File: config.mk
export PLATFORM = sky130hd
export DESIGN_NAME = cpu_8bit_alu_with_flags
export DESIGN_NICKNAME = d
export VERILOG_FILES = /design/src/hw/rtl/cpu8alu_pkg.sv /design/src/hw/rtl/cpu8alu_decode.sv /design/src/hw/rtl/cpu8alu_exec.sv /design/src/hw/rtl/cpu8alu_flags.sv /design/src/hw/rtl/cpu_8bit_alu_with_flags.sv
export SDC_FILE = /design/constraint.sdc
export NUM_CORES = 1
export LEC_CHECK = 0
export BUFFER_PORTS_ARGS = -buffer_cell sky130_fd_sc_hd__buf_2
export CAP_MARGIN = 20
export CORE_MARGIN = 2
export CORE_UTILIZATION = 25
export DETAILED_ROUTE_END_ITERATION = 10
export PLACE_DENSITY_LB_ADDON = 0.12
export SYNTH_ARGS = -nofsm -noshare
export SYNTH_HDL_FRONTEND = slang
export SYNTH_HIERARCHICAL = 1
export SYNTH_SLANG_ARGS = --single-unit
File: constraint.sdc
create_clock -name clk -period 3.1 [get_ports clk]
set_clock_uncertainty 0.15 [all_clocks]
set_input_delay 0.155 -clock clk [delete_from_list [all_inputs] [get_ports clk]]
set_output_delay 0.155 -clock clk [all_outputs]
set_load 0.02 [all_outputs]
File: src/hw/rtl/cpu8alu_pkg.sv
// ----------------------------------------------------------------------------
// cpu8alu_pkg
// Operation codes and the stage payload types of the eight-bit ALU pipeline.
// ----------------------------------------------------------------------------
package cpu8alu_pkg;

    localparam int unsigned OpWidth   = 5;
    localparam int unsigned DataWidth = 8;
    localparam int unsigned IdxWidth  = 3;

    typedef enum logic [OpWidth-1:0] {
        OP_ADD  = 5'd0,
        OP_ADC  = 5'd1,
        OP_SUB  = 5'd2,
        OP_SBC  = 5'd3,
        OP_AND  = 5'd4,
        OP_OR   = 5'd5,
        OP_XOR  = 5'd6,
        OP_CP   = 5'd7,
        OP_INC  = 5'd8,
        OP_DEC  = 5'd9,
        OP_SWAP = 5'd10,
        OP_DAA  = 5'd11,
        OP_CPL  = 5'd12,
        OP_CCF  = 5'd13,
        OP_SCF  = 5'd14,
        OP_RLC  = 5'd15,
        OP_RL   = 5'd16,
        OP_RRC  = 5'd17,
        OP_RR   = 5'd18,
        OP_SLA  = 5'd19,
        OP_SRA  = 5'd20,
        OP_SRL  = 5'd21,
        OP_BIT  = 5'd22,
        OP_SET  = 5'd23,
        OP_RES  = 5'd24
    } op_t;

    localparam logic [DataWidth-1:0] DaaLimit = 8'h99;
    localparam logic [3:0]           NibLimit = 4'h9;

    // decoded operation, adder operands already prepared
    typedef struct packed {
        op_t                  op;
        logic [DataWidth-1:0] a;
        logic [DataWidth-1:0] bo;    // second adder operand, inverted for subtract
        logic                 cin;
        logic [DataWidth-1:0] mask;  // one-hot bit select
        logic                 z;
        logic                 n;
        logic                 h;
        logic                 c;     // carry, already adjusted for daa
    } dec_t;

    // computed result, zero flag still open
    typedef struct packed {
        logic [DataWidth-1:0] res;
        logic [DataWidth-1:0] zsrc;
        logic                 ztest;
        logic                 wr;
        logic                 z;
        logic                 n;
        logic                 h;
        logic                 c;
    } exe_t;

endpackage

File: src/hw/rtl/cpu8alu_decode.sv
// ----------------------------------------------------------------------------
// cpu8alu_decode
// First stage: operation decode, adder operand setup, decimal adjust terms.
// ----------------------------------------------------------------------------
module cpu8alu_decode (
    input  logic                                   clk,
    input  logic                                   rst_n,
    input  logic                                   in_valid,
    output logic                                   in_ready,
    input  logic [cpu8alu_pkg::OpWidth-1:0]        op,
    input  logic [cpu8alu_pkg::DataWidth-1:0]      operand_a,
    input  logic [cpu8alu_pkg::DataWidth-1:0]      operand_b,
    input  logic [cpu8alu_pkg::IdxWidth-1:0]       bit_index,
    input  logic                                   zero_in,
    input  logic                                   subtract_in,
    input  logic                                   half_in,
    input  logic                                   carry_in,
    output logic                                   out_valid,
    input  logic                                   out_ready,
    output cpu8alu_pkg::dec_t                      out_data
);
    import cpu8alu_pkg::*;

    logic                 vld_reg;
    dec_t                 data_reg;
    dec_t                 data_next;
    op_t                  opc;
    logic [DataWidth-1:0] bx;
    logic                 sub;
    logic                 t;
    logic                 daa_hi;
    logic                 daa_lo;

    assign opc = op_t'(op);

    always_comb
    begin
        t      = ((opc == OP_ADC) || (opc == OP_SBC)) ? carry_in : 1'b0;
        daa_hi = subtract_in ? carry_in : (carry_in || (operand_a > DaaLimit));
        daa_lo = subtract_in ? half_in  : (half_in || (operand_a[3:0] > NibLimit));
        bx     = operand_b;
        sub    = 1'b0;
        data_next.cin = 1'b0;
        data_next.c   = carry_in;
        unique case (opc)
            OP_ADD, OP_ADC:
            begin
                data_next.cin = t;
            end
            OP_SUB, OP_SBC, OP_CP:
            begin
                sub           = 1'b1;
                data_next.cin = ~t;
            end
            OP_INC:
            begin
                bx = DataWidth'(1);
            end
            OP_DEC:
            begin
                bx            = DataWidth'(1);
                sub           = 1'b1;
                data_next.cin = 1'b1;
            end
            OP_DAA:
            begin
                // correction 0x60 / 0x06, added after add and taken off after subtract
                bx            = {1'b0, daa_hi, daa_hi, 1'b0, 1'b0, daa_lo, daa_lo, 1'b0};
                sub           = subtract_in;
                data_next.cin = subtract_in;
                data_next.c   = daa_hi;
            end
            default:
            begin
                bx = operand_b;
            end
        endcase
        data_next.op   = opc;
        data_next.a    = operand_a;
        data_next.bo   = sub ? ~bx : bx;
        data_next.mask = DataWidth'(1) << bit_index;
        data_next.z    = zero_in;
        data_next.n    = subtract_in;
        data_next.h    = half_in;
    end

    assign in_ready = ~vld_reg | out_ready;

    always_ff @(posedge clk or negedge rst_n)
    begin
        if (!rst_n)
        begin
            vld_reg <= 1'b0;
        end
        else if (in_ready)
        begin
            vld_reg <= in_valid;
        end
    end

    always_ff @(posedge clk)
    begin
        if (in_ready && in_valid)
        begin
            data_reg <= data_next;
        end
    end

    assign out_valid = vld_reg;
    assign out_data  = data_reg;

endmodule

File: src/hw/rtl/cpu8alu_exec.sv
// ----------------------------------------------------------------------------
// cpu8alu_exec
// Second stage: shared adder, logic and shift unit, flag selection.
// ----------------------------------------------------------------------------
module cpu8alu_exec (
    input  logic              clk,
    input  logic              rst_n,
    input  logic              in_valid,
    output logic              in_ready,
    input  cpu8alu_pkg::dec_t in_data,
    output logic              out_valid,
    input  logic              out_ready,
    output cpu8alu_pkg::exe_t out_data
);
    import cpu8alu_pkg::*;

    logic                 vld_reg;
    exe_t                 data_reg;
    exe_t                 data_next;
    logic [DataWidth:0]   sum9;
    logic [4:0]           lo5;
    logic [DataWidth-1:0] a;
    logic                 cy;
    logic                 hc;

    assign a    = in_data.a;
    assign sum9 = {1'b0, a} + {1'b0, in_data.bo} + {{DataWidth{1'b0}}, in_data.cin};
    assign lo5  = {1'b0, a[3:0]} + {1'b0, in_data.bo[3:0]} + {4'd0, in_data.cin};
    assign cy   = sum9[DataWidth];
    assign hc   = lo5[4];

    always_comb
    begin
        data_next.res   = a;
        data_next.ztest = 1'b1;
        data_next.wr    = 1'b1;
        data_next.z     = in_data.z;
        data_next.n     = 1'b0;
        data_next.h     = 1'b0;
        data_next.c     = in_data.c;
        unique case (in_data.op)
            OP_ADD, OP_ADC:
            begin
                data_next.res = sum9[DataWidth-1:0];
                data_next.h   = hc;
                data_next.c   = cy;
            end
            OP_SUB, OP_SBC:
            begin
                // borrow is the inverted carry of a + ~b
                data_next.res = sum9[DataWidth-1:0];
                data_next.n   = 1'b1;
                data_next.h   = ~hc;
                data_next.c   = ~cy;
            end
            OP_CP:
            begin
                data_next.n  = 1'b1;
                data_next.h  = ~hc;
                data_next.c  = ~cy;
                data_next.wr = 1'b0;
            end
            OP_AND:
            begin
                data_next.res = a & in_data.bo;
                data_next.h   = 1'b1;
                data_next.c   = 1'b0;
            end
            OP_OR:
            begin
                data_next.res = a | in_data.bo;
                data_next.c   = 1'b0;
            end
            OP_XOR:
            begin
                data_next.res = a ^ in_data.bo;
                data_next.c   = 1'b0;
            end
            OP_INC:
            begin
                data_next.res = sum9[DataWidth-1:0];
                data_next.h   = hc;
            end
            OP_DEC:
            begin
                data_next.res = sum9[DataWidth-1:0];
                data_next.n   = 1'b1;
                data_next.h   = ~hc;
            end
            OP_SWAP:
            begin
                data_next.res = {a[3:0], a[7:4]};
                data_next.c   = 1'b0;
            end
            OP_DAA:
            begin
                data_next.res = sum9[DataWidth-1:0];
                data_next.n   = in_data.n;
            end
            OP_CPL:
            begin
                data_next.res   = ~a;
                data_next.n     = 1'b1;
                data_next.h     = 1'b1;
                data_next.ztest = 1'b0;
            end
            OP_CCF:
            begin
                data_next.c     = ~in_data.c;
                data_next.wr    = 1'b0;
                data_next.ztest = 1'b0;
            end
            OP_SCF:
            begin
                data_next.c     = 1'b1;
                data_next.wr    = 1'b0;
                data_next.ztest = 1'b0;
            end
            OP_RLC:
            begin
                data_next.res = {a[6:0], a[7]};
                data_next.c   = a[7];
            end
            OP_RL:
            begin
                data_next.res = {a[6:0], in_data.c};
                data_next.c   = a[7];
            end
            OP_RRC:
            begin
                data_next.res = {a[0], a[7:1]};
                data_next.c   = a[0];
            end
            OP_RR:
            begin
                data_next.res = {in_data.c, a[7:1]};
                data_next.c   = a[0];
            end
            OP_SLA:
            begin
                data_next.res = {a[6:0], 1'b0};
                data_next.c   = a[7];
            end
            OP_SRA:
            begin
                data_next.res = {a[7], a[7:1]};
                data_next.c   = a[0];
            end
            OP_SRL:
            begin
                data_next.res = {1'b0, a[7:1]};
                data_next.c   = a[0];
            end
            OP_BIT:
            begin
                data_next.z     = ~|(a & in_data.mask);
                data_next.h     = 1'b1;
                data_next.wr    = 1'b0;
                data_next.ztest = 1'b0;
            end
            OP_SET:
            begin
                data_next.res   = a | in_data.mask;
                data_next.n     = in_data.n;
                data_next.h     = in_data.h;
                data_next.ztest = 1'b0;
            end
            OP_RES:
            begin
                data_next.res   = a & ~in_data.mask;
                data_next.n     = in_data.n;
                data_next.h     = in_data.h;
                data_next.ztest = 1'b0;
            end
            default:
            begin
                // unused codes pass operand and flags through
                data_next.n     = in_data.n;
                data_next.h     = in_data.h;
                data_next.wr    = 1'b0;
                data_next.ztest = 1'b0;
            end
        endcase
        // compare tests the difference but returns the operand
        data_next.zsrc = (in_data.op == OP_CP) ? sum9[DataWidth-1:0] : data_next.res;
        if (in_data.op == OP_CP)
        begin
            data_next.ztest = 1'b1;
        end
    end

    assign in_ready = ~vld_reg | out_ready;

    always_ff @(posedge clk or negedge rst_n)
    begin
        if (!rst_n)
        begin
            vld_reg <= 1'b0;
        end
        else if (in_ready)
        begin
            vld_reg <= in_valid;
        end
    end

    always_ff @(posedge clk)
    begin
        if (in_ready && in_valid)
        begin
            data_reg <= data_next;
        end
    end

    assign out_valid = vld_reg;
    assign out_data  = data_reg;

endmodule

File: src/hw/rtl/cpu8alu_flags.sv
// ----------------------------------------------------------------------------
// cpu8alu_flags
// Third stage: zero detect, final flag merge and the output register.
// ----------------------------------------------------------------------------
module cpu8alu_flags (
    input  logic                              clk,
    input  logic                              rst_n,
    input  logic                              in_valid,
    output logic                              in_ready,
    input  cpu8alu_pkg::exe_t                 in_data,
    output logic                              out_valid,
    input  logic                              out_ready,
    output logic [cpu8alu_pkg::DataWidth-1:0] result,
    output logic                              writes_result,
    output logic                              zero_out,
    output logic                              subtract_out,
    output logic                              half_out,
    output logic                              carry_out
);
    import cpu8alu_pkg::*;

    logic                 vld_reg;
    logic [DataWidth-1:0] res_reg;
    logic [3:0]           flg_reg;
    logic                 wr_reg;
    logic [3:0]           flg_next;
    logic                 z_next;

    assign z_next   = in_data.ztest ? ~|in_data.zsrc : in_data.z;
    assign flg_next = {z_next, in_data.n, in_data.h, in_data.c};

    assign in_ready = ~vld_reg | out_ready;

    always_ff @(posedge clk or negedge rst_n)
    begin
        if (!rst_n)
        begin
            vld_reg <= 1'b0;
        end
        else if (in_ready)
        begin
            vld_reg <= in_valid;
        end
    end

    always_ff @(posedge clk)
    begin
        if (in_ready && in_valid)
        begin
            res_reg <= in_data.res;
            wr_reg  <= in_data.wr;
            flg_reg <= flg_next;
        end
    end

    assign out_valid     = vld_reg;
    assign result        = res_reg;
    assign writes_result = wr_reg;
    assign zero_out      = flg_reg[3];
    assign subtract_out  = flg_reg[2];
    assign half_out      = flg_reg[1];
    assign carry_out     = flg_reg[0];

endmodule

File: src/hw/rtl/cpu_8bit_alu_with_flags.sv
// ----------------------------------------------------------------------------
// cpu_8bit_alu_with_flags
// Eight-bit ALU with Z, N, H and C flag update, three register stages.
// ----------------------------------------------------------------------------
// three register stages: a transaction accepted into the decode register
// passes the exec and flags registers in turn before it can be taken at the outputs
// throughput: one transaction per cycle while res_stall is low, set by the pipeline
// a stalled output holds every stage that is full; empty stages still fill
// reset clears the stage valid bits only, no transaction is in flight after it
module cpu_8bit_alu_with_flags (
    input  logic                              clk,
    input  logic                              rst_n,
    input  logic                              valid,
    output logic                              stall,
    input  logic [cpu8alu_pkg::OpWidth-1:0]   op,
    input  logic [cpu8alu_pkg::DataWidth-1:0] operand_a,
    input  logic [cpu8alu_pkg::DataWidth-1:0] operand_b,
    input  logic [cpu8alu_pkg::IdxWidth-1:0]  bit_index,
    input  logic                              zero_in,
    input  logic                              subtract_in,
    input  logic                              half_in,
    input  logic                              carry_in,
    output logic                              res_valid,
    input  logic                              res_stall,
    output logic [cpu8alu_pkg::DataWidth-1:0] result,
    output logic                              writes_result,
    output logic                              zero_out,
    output logic                              subtract_out,
    output logic                              half_out,
    output logic                              carry_out
);
    import cpu8alu_pkg::*;

    logic in_ready;
    logic dec_valid;
    logic dec_ready;
    dec_t dec_data;
    logic exe_valid;
    logic exe_ready;
    exe_t exe_data;

    assign stall = ~in_ready;

    cpu8alu_decode u_decode (
        .clk         (clk),
        .rst_n       (rst_n),
        .in_valid    (valid),
        .in_ready    (in_ready),
        .op          (op),
        .operand_a   (operand_a),
        .operand_b   (operand_b),
        .bit_index   (bit_index),
        .zero_in     (zero_in),
        .subtract_in (subtract_in),
        .half_in     (half_in),
        .carry_in    (carry_in),
        .out_valid   (dec_valid),
        .out_ready   (dec_ready),
        .out_data    (dec_data)
    );

    cpu8alu_exec u_exec (
        .clk       (clk),
        .rst_n     (rst_n),
        .in_valid  (dec_valid),
        .in_ready  (dec_ready),
        .in_data   (dec_data),
        .out_valid (exe_valid),
        .out_ready (exe_ready),
        .out_data  (exe_data)
    );

    cpu8alu_flags u_flags (
        .clk           (clk),
        .rst_n         (rst_n),
        .in_valid      (exe_valid),
        .in_ready      (exe_ready),
        .in_data       (exe_data),
        .out_valid     (res_valid),
        .out_ready     (~res_stall),
        .result        (result),
        .writes_result (writes_result),
        .zero_out      (zero_out),
        .subtract_out  (subtract_out),
        .half_out      (half_out),
        .carry_out     (carry_out)
    );

endmodule
==> impl.org, run 1 <==
** Yosys
- Number of enable flip-flop cells after synthesis :: 69
- Most used standard cell by instance count after synthesis :: sky130_fd_sc_hd__edfxtp_1
- Summed instance area of the synthesized netlist :: between 0.004 and 0.005 mm²
- Counting every net in the synthesized netlist gives roughly 490.
- Number of warnings issued by yosys :: 6
- Top_reg_cell synth :: sky130_fd_sc_hd__edfxtp_1
- Synth cell types :: 74
- Of the post-synthesis cell area, the dominant cell type holds ~46%.
- Sequential cells were found to cover between 40% and 50% of the synthesized design area.
- Counting instances in the post-synthesis netlist gives the leading cell types as sky130_fd_sc_hd__edfxtp_1, sky130_fd_sc_hd__nor2_1, sky130_fd_sc_hd__a21oi_1.
- Synthesized area divided by synthesized cell count :: 9.976 µm²
- After synthesis, the share of flip-flops with an asynchronous set or reset is about 4.2%.
- sky130_fd_sc_hd__edfxtp_1 takes more of the synthesized area than any other cell.
- Synthesized netlist cell count :: approximately 450
- Yosys attributes the largest share of cell area to sky130_fd_sc_hd__edfxtp_1, sky130_fd_sc_hd__a21oi_1, sky130_fd_sc_hd__o21ai_0.
- Synthesized flop and latch total :: 72

** Critical path
- Required time reported for the critical path endpoint :: 3.04 ns
- The critical path is of the reg2reg type.
- The worst setup path is captured at a flip-flop.
- Max Fanout on Critical Path :: 16
- Crit path launch type :: flip-flop
- Arrival time at the worst endpoint :: between 2 and 3 ns

** CTS
- Clock root cell :: sky130_fd_sc_hd__clkbuf_16
- Clk pin slew, worst setup/hold paths :: about 0.050 ns
- Number of H-tree levels :: 3
- CTS saw between 70 and 80 sinks.
- TritonCTS built the clock tree.
- The clock reaches the later pin of the worst-skew pair after between 0.3 and 0.4 ns.
- In this run the deepest clock path goes through 2 buffers.
- Number of clock buffers inserted by TritonCTS :: 9
- CTS resizes :: 0

** Die
- Num ports :: 47
- The core region is about 0.018 mm².
- For this configuration, the core starts out at a cell density of about a quarter.
- Row Count :: roughly 50
- Die Span X :: approximately 140 µm
- Die Ht :: around 140 µm
- The die covers ~0.019 mm².

** Detailed routing
- After detailed routing, the number of remaining DRC violations is 0.
- The count of nets left with antenna violations once routing finished came out at 0.
- In this run, the number of DRC markers left after iteration 0 of detailed routing was between 200 and 300.
- Routed wire length :: between 10000 and 15000 µm
- Number of detailed-route iterations in the first pass :: 6
- Routed vias/inst :: 5.140
- The final route contains 3922 vias.
- Avg WL per Cell :: around 19 µm

** Timing
- Setup violations remaining at the end of the flow were counted as 0.
- Slew Viols, Final :: 0
- Min cycle time layout :: about 2.8 ns
- Number of endpoints with negative hold slack in the final report :: 0
- Tcrit/Tclk final :: approximately 89%
- In this run the tightest slew margin relative to its limit is between 50 and 60%.
- For the pin with the worst max-slew slack, the measured transition is 0.6551 ns.
- Setup repair after global routing left no endpoint under its margin.
- After routing, the total negative slack on setup checks comes to 0 ns.
- Based on the critical path, the design can be clocked at up to between 300 and 400 MHz.

** Status
- The run finished with clean final reports.

** Worst hold path
- The path class of the tightest hold or removal check is in2reg.

** Finish
- Fill cells in the final layout number around 1800.
- Area growth syn-to-layout :: 24.17%
- Total inserted antenna cells :: 0
- Layout cells sized above 1 :: between 10% and 20%
- The register with the most flip-flops in the layout has 34 of them.
- Non-filler instance count after layout :: between 700 and 800
- The net count of the finished layout is ~570.

** Placed design
- Once detailed placement completed, the half-perimeter wirelength came to approximately 11000 µm.
- Routability-driven placement finished with a final weighted congestion of 0.8770.
- DP Cell Count :: approximately 730
- Port-buffer cells :: 46

** Global routing
- The first global-routing pass estimated roughly 22000 µm of wire.
- GRT Resource Usage Total :: between 10% and 20%
- GRT overflow :: 0
- Via count of the first global-routing pass :: between 3000 and 4000
- Entering global routing, the biggest net connects 47 pins.
- The number of antenna violations at the first check in global routing was 0.

** Power
- Static Leak :: roughly 0.0021 µW
- IR analysis of the VDD net gives a maximum drop of roughly 0.27 mV.
- Power spread over the standard cell area amounts to a little over 500 mW/mm².

** Run
- Across the run, the number of max-cap violations was 0.
## critical path, stage by stage, from the launching register on
cell	delay, ns
sky130_fd_sc_hd__edfxtp_1	0.71
sky130_fd_sc_hd__or3b_2	0.26
sky130_fd_sc_hd__a21oi_1	0.11
sky130_fd_sc_hd__or2_1	0.36
sky130_fd_sc_hd__a2111oi_0	0.46
sky130_fd_sc_hd__o311ai_1	0.24
sky130_fd_sc_hd__o21a_1	0.24
## metrics by stage
stage	hold slack (ns)	util, %	total power, µW	setup slack [ns]	instance area, µm²
after global routing	0.03908	31.38	3047	0.1661	5599
after floorplan	-0.2906	-	1670	0.5745	4509
after detailed placement	-0.1905	28.80	1917	0.3751	5137
after CTS	0.007818	31.38	2933	0.3705	5599
final	0.01415	31.38	2899	0.3319	5599
after global placement	-0.1963	28.80	1922	0.3620	5137
## timing repair
item	CTS	global route
setup buffers	0	0
hold buffers	18	0
endpoints found under the hold margin	19	0
## kinds of logic after synthesis
kind of cell | after synthesis | share of synthesized area [%]
AO/OA/AOI/OAI | 148 | 22.23
XOR/XNOR | 15 | 2.914
adder cells (fa/ha/maj) | 10 | 3.108
buffers and inverters | 44 | 4.051
flip-flops | 72 | 47.61
multiplexers | 5 | 1.276
AND/OR/NAND/NOR | 158 | 18.81
## worst paths after layout
path / startpoint / to / slack, ns / cells after the start
max: u_decode/out_data[31] / u_exec/out_data[7] / 0.33 / 6
min: res_stall / u_flags/out_valid / 0.01 / 4
max reg2reg: u_decode/out_data[31] / u_exec/out_data[7] / 0.33 / 6
min reg2reg: u_exec/out_data[21] / u_flags/result[7] / 0.27 / 0
max in group asynchronous: rst_n / u_flags/out_valid / 2.10 / 3
min in group asynchronous: rst_n / u_decode/out_valid / 0.55 / 3
## cell type report
type | instances | area [µm²] | area share, %
repair buffers | 93 | 640.6 | 11.44
well taps | 229 | 286.5 | 5.117
clock buffers | 12 | 236.5 | 4.223
flip-flops and latches | 72 | 2147 | 38.35
multi-input cells | 336 | 2180 | 38.93
inverters | 17 | 63.81 | 1.140
clock inverters | 4 | 45.04 | 0.8045
## cell usage in the layout (no fill, tap or decap), types with 3 or more instances in the layout
master	netlist	final
sky130_fd_sc_hd__inv_1	17	17
sky130_fd_sc_hd__edfxtp_1	69	69
sky130_fd_sc_hd__a22oi_1	14	14
sky130_fd_sc_hd__dfrtp_1	3	3
sky130_fd_sc_hd__and2_1	6	6
sky130_fd_sc_hd__nor3b_1	6	6
sky130_fd_sc_hd__a31oi_1	4	4
sky130_fd_sc_hd__a221oi_1	7	7
sky130_fd_sc_hd__xnor2_1	9	9
sky130_fd_sc_hd__nor4_1	4	4
sky130_fd_sc_hd__buf_4	0	28
sky130_fd_sc_hd__dlygate4sd3_1	0	18
sky130_fd_sc_hd__xor2_1	6	6
sky130_fd_sc_hd__o2bb2ai_1	7	7
sky130_fd_sc_hd__a21oi_1	37	37
sky130_fd_sc_hd__nand3_1	8	8
sky130_fd_sc_hd__clkinv_2	0	3
sky130_fd_sc_hd__nand3b_1	3	3
sky130_fd_sc_hd__o21ai_0	32	32
sky130_fd_sc_hd__o22ai_1	3	3
sky130_fd_sc_hd__or2_2	5	5
sky130_fd_sc_hd__clkbuf_1	13	3
sky130_fd_sc_hd__clkbuf_16	0	9
sky130_fd_sc_hd__o21a_1	4	4
sky130_fd_sc_hd__nor2_1	41	41
sky130_fd_sc_hd__nor3_1	10	10
sky130_fd_sc_hd__nor2b_1	11	11
sky130_fd_sc_hd__o21bai_1	3	3
sky130_fd_sc_hd__a21o_1	4	4
sky130_fd_sc_hd__nand2b_1	9	9
sky130_fd_sc_hd__o32ai_1	3	3
sky130_fd_sc_hd__nand2_1	33	33
sky130_fd_sc_hd__buf_2	8	46
sky130_fd_sc_hd__ha_1	8	8
sky130_fd_sc_hd__o31ai_1	4	4
## power breakdown
| part | leakage (µW) | switching [µW] | internal (µW) |
|---|---|---|---|
| registers | 0.000705 | 72.2 | 1210 |
| clock network | 0.000140 | 365 | 618 |
| logic | 0.00123 | 375 | 257 |
## per-layer routing
metal | vias to the layer above | part of all wire (%) | track usage (%)
met5 | - | 0 | 0
met1 | 1859 | 44 | 19.74
li1 | 1864 | - | -
met2 | 173 | 48 | 24.62
met3 | 26 | 5.4 | 2.217
met4 | 0 | 2.9 | 6.284
Note: power is estimated with default switching activity, not from simulation.
==> run 2: changes to the inputs <==
--- a/config.mk
+++ b/config.mk
@@ -10,8 +10,8 @@
 export CORE_MARGIN = 2
 export CORE_UTILIZATION = 25
 export DETAILED_ROUTE_END_ITERATION = 10
+export GPL_ROUTABILITY_DRIVEN = 0
 export PLACE_DENSITY_LB_ADDON = 0.12
 export SYNTH_ARGS = -nofsm -noshare
 export SYNTH_HDL_FRONTEND = slang
-export SYNTH_HIERARCHICAL = 1
 export SYNTH_SLANG_ARGS = --single-unit
==> constraint.sdc (replaced) <==
create_clock -name clk -period 3.5 [get_ports clk]
set_clock_uncertainty 0.15 [all_clocks]
set_input_delay 0.175 -clock clk [delete_from_list [all_inputs] [get_ports clk]]
set_output_delay 0.175 -clock clk [all_outputs]
set_load 0.02 [all_outputs]
==> run 2 against run 1 <==
Net effect:
- setup slack better by 0.16 ns
- global-route usage is 0.97 points lower
- critical endpoint is now u_exec.out_data[12]
- sequential cell count stayed put
==> impl.org, run 2 <==
** Status
- The flow ran to the end, and the final reports show no timing, DRC or antenna violations.

** Yosys
- Cell type with the highest aggregate area in the netlist :: sky130_fd_sc_hd__edfxtp_1
- Number of enable flip-flop cells after synthesis :: 69 (unchanged)
- The most common cell in the synthesized netlist is sky130_fd_sc_hd__edfxtp_1.
- The share of async-settable or async-resettable flops after synthesis came to 4.167% (unchanged).
- The area share of the largest cell type after synthesis was 47.64% (+1.7 points).
- The count of yosys warnings during synthesis was 0 (-6).
- After synthesis, the cell types taking the most area are sky130_fd_sc_hd__edfxtp_1, sky130_fd_sc_hd__o21ai_0, sky130_fd_sc_hd__a22oi_1.
- The net count after synthesis was 448 (-9.3%).
- Synthesized netlist cell count :: 406 (-10%)
- Synthesized area divided by synthesized cell count :: 10.71 µm² (+7.4%)
- By count the netlist is led by sky130_fd_sc_hd__edfxtp_1, sky130_fd_sc_hd__o21ai_0, sky130_fd_sc_hd__nand2_1.
- Seq/Total Area, Yosys :: 49.37% (+1.8 points)
- Synth cell types :: 75 (+1.4%)
- The cell area after technology mapping is 0.004349 mm² (-3.6%).
- For this run, the leading register cell type out of synthesis is sky130_fd_sc_hd__edfxtp_1.
- The synthesis-stage register bit count came to 72 (unchanged).

** CTS
- The maximum buffer depth of the clock tree was 2 (unchanged).
- The clock edge transition at the registers on the reported setup and hold paths was 0.06 ns (about the same).
- The number of H-tree levels was 3 (unchanged).
- The insertion delay to the later sink of the worst-skew pair came to 0.34 ns (about the same).
- The setup fix buffers added after clock tree synthesis came to 0 (unchanged).
- The number of clock buffers inserted by TritonCTS is 9 (unchanged).
- Clock sinks :: 72 (unchanged)
- The number of resized instances in the post-cts repair step is 0 (unchanged).
- TritonCTS built the clock tree.
- In this run the clock root is driven by a sky130_fd_sc_hd__clkbuf_16.
- Cts hold-fix bufs :: 21 (+3)

** Critical path
- The startpoint identified for the worst register-to-register timing path is u_decode.out_data[21].
- STA classifies the critical path endpoint as a flip-flop.
- The worst setup path is of the reg2reg kind.
- Register-to-register path setup slack :: 0.49 ns (+0.16 ns)
- Traced cell by cell, the critical path runs through fa_1 > inv_1 > fa_1 > nor2b_1 > o21a_1 > o211a_1 > or3_1 > a31oi_1 > o2111ai_1.
- STA classifies the critical path startpoint as a flip-flop.
- The required time at the worst-slack endpoint was 3.41 ns (+0.37 ns).
- The data arrival time of the critical path came to 2.92 ns (+0.21 ns).
- Reg2reg end :: u_exec.out_data[12]
- The combined buffer and inverter count along the critical path was 1 (+1).
- Delay of the slowest cell on the worst path :: 0.52 ns (-0.19 ns)
- Max Fanout on Critical Path :: 8 (-8)
- CP most frequent cell :: sky130_fd_sc_hd__fa_1
- Cell with the biggest individual delay on the critical path :: sky130_fd_sc_hd__edfxtp_1
- R2R cell count :: 9 (+3)
- Among cell families on the critical path, the largest total delay comes from compound AO/OA/AOI/OAI gates.

** Timing
- The achievable clock frequency came to 332.4 MHz (-8.0%).
- The final hold violation count is 0 (unchanged).
- Slew Viols, Final :: 0 (unchanged)
- Min cycle time layout :: 3.009 ns (+0.2404 ns)
- Setup repair after global routing missed its margin :: no
- The actual transition at the worst max-transition pin came to 0.9678 ns (+0.3127 ns).
- Tcrit/Tclk final :: 85.96% (-3.3 points)
- The final count of negative-setup-slack endpoints was 0 (unchanged).
- The relative max-transition margin is 34.98% (-21 points).
- The total negative setup slack was 0 ns (unchanged).

** Power
- Final total power :: 2582 µW (-11%)
- The total power density per cell area was 482.9 mW/mm² (-6.7%).
- Fraction of power consumed by combinational cells :: 18.6% (-3.2 points)
- Pint :: 1888 µW (-9.5%)
- Sw Share :: 26.87% (-1.2 points)
- Share of total power in sequential cells :: 44.2% (about the same)
- Worst ir drop on vdd :: 0.2373 mV (-13%)
- The clock power share came to 37.1% (+3.2 points).
- Static Leak :: 0.001971 µW (-4.9%)
- The power dissipated by switching net loads is 694.0 µW (-15%).

** Global routing
- The pin count of the biggest net entering global routing is 35 (-26%).
- Wire length of the first global-routing pass :: 19350 µm (-13%)
- GRT overflow :: 0 (unchanged)
- The number of global-route vias before repair is 3437 (-9.7%).
- The total global-route track usage is 14.00% (-0.97 points).
- Number of antenna violations at the first check in global routing :: 0 (unchanged)

** Die
- Total core area :: 0.01718 mm² (-3.7%)
- Starting Density :: 25.32% (+0.045 points)
- The floorplan die area came to 0.01847 mm² (-3.5%).
- Row Count :: 48 (-2.0%)
- The number of placed I/O pins came to 47 (unchanged).
- Die Ht :: 135.9 µm (-1.7%)
- Die Span X :: 135.9 µm (-1.7%)

** Worst hold path
- Class of the most critical hold timing path :: in2reg
- Start point of the worst min-delay path :: operand_b[4]
- For hold timing, the worst endpoint is u_decode.out_data[17].
- The count of cells along the worst hold path is 3 (-1).

** Finish
- Number of fill cells :: 1822 (-1.3%)
- Max reg flops :: 34 (unchanged)
- The non-filler instance count after layout came to 704 (-7.7%).
- The number of nets at the end of the flow is 516 (-9.6%).
- Storage element area :: 0.002147 mm² (unchanged)
- Most common cell after layout, fill and taps aside :: sky130_fd_sc_hd__edfxtp_1
- In the layout the commonest cells are sky130_fd_sc_hd__edfxtp_1, sky130_fd_sc_hd__buf_2, sky130_fd_sc_hd__o21ai_0, sky130_fd_sc_hd__nand2_1, sky130_fd_sc_hd__nor2_1.
- The share of cells above drive strength 1 came to 19.42% (-0.25 points).
- Total inserted antenna cells :: 0 (unchanged)
- Total area of multi-input combinational cells :: 0.002019 mm² (-7.3%)
- Compared with the post-synthesis result, the final layout area differs by 22.96%.
- Final design utilization :: 31.13% (-0.25 points)

** Detailed routing
- The number of DRC violations after detailed-routing iteration 0 came to 259 (-6.5%).
- Final ANT Viol Nets :: 0 (unchanged)
- The total wirelength of the detailed-routed design was 12130 µm (-15%).
- Avg WL per Cell :: 17.23 µm (-7.9%)
- Routed vias/inst :: 5.024 (-2.3%)
- The number of vias in the routed layout was 3537 (-9.8%).
- Count of unresolved DRC violations after routing :: 0 (unchanged)
- The iteration count of the initial detailed-routing pass came to 5 (-1).

** Placed design
- The number of placed instances with taps included came to 667 (-8.5%).
- Detail Placement HPWL :: 9232 µm (-16%)
- Port-buffer cells :: 46 (unchanged)

** Run
- Max-cap violations :: 0 (unchanged)
## run 2: area by class of cell
| class | count | share of cell area (%) |
|---|---|---|
| Inverter | 15 | 1.053 |
| Clock buffer | 10 | 4.282 |
| Timing Repair Buffer | 79 | 9.920 |
| Tap cell | 225 | 5.264 |
| Multi-Input combinational cell | 297 | 37.76 |
| Sequential cell | 72 | 40.15 |
| Clock inverter | 6 | 1.568 |
## run 2: how the worst max path moves through the flow
stage	start	to	slack, ns	depth (start not counted)
after floorplan	u_decode.out_data[21]	u_exec.out_data[12]	0.77	9
after global placement	u_decode.out_data[21]	u_exec.out_data[12]	0.58	9
after detailed placement	u_decode.out_data[21]	u_exec.out_data[12]	0.52	9
after CTS	u_decode.out_data[21]	u_exec.out_data[12]	0.50	9
after global routing	u_decode.out_data[21]	u_exec.out_data[12]	0.35	9
final	u_decode.out_data[21]	u_exec.out_data[12]	0.49	9
## run 2: layer usage
layer,share of wire [%],track usage [%],wire length [µm],vias to the layer above
met5,0,0,0,-
met4,1.5,4.282,179,0
met3,5.8,3.840,709,14
met2,48,22.73,5787,129
met1,45,18.21,5452,1676
li1,-,-,-,1718
## run 2: power groups by stage
stage               clock network (µW)  logic, µW  registers (µW)
finish                             959        481            1140
global route                      1030        535            1150
CTS                                987        486            1140
detailed placement                   0        466            1160
global placement                     0        467            1160
floorplan                            0        313            1150
## run 2: worst register-to-register path, delay by kind of cell (launching register included)
| family | cells | cell delay, ns |
|---|---|---|
| compound gates | 4 | 0.83 |
| fa+ha+maj | 2 | 0.70 |
| flops | 1 | 0.52 |
| simple gates | 2 | 0.43 |
| buf+inv | 1 | 0.09 |
## run 2: cells by family (layout without fill, tap and decap cells)
group | after synthesis | in the layout | share of synthesized area, %
AO/OA/AOI/OAI | 136 | 136 | 22.04
AND/OR/NAND/NOR | 136 | 136 | 17.98
flip-flops | 72 | 72 | 49.37
buffers and inverters | 37 | 110 | 4.200
XOR/XNOR | 13 | 13 | 2.618
adder cells (fa/ha/maj) | 10 | 10 | 3.222
multiplexers | 2 | 2 | 0.5753
## run 2: through the flow
| stage | cell area (µm²) | worst slack, ns | hold slack [ns] |
|---|---|---|---|
| 2_1_floorplan | 4349 | 0.7714 | -0.2706 |
| 3_3_place_gp | 4825 | 0.5782 | -0.1784 |
| 3_5_place_dp | 4825 | 0.5212 | -0.1777 |
| 4_1_cts | 5348 | 0.4957 | 0.03273 |
| 5_1_grt | 5348 | 0.3512 | 0.05451 |
| 6_report | 5348 | 0.4915 | 0.04036 |
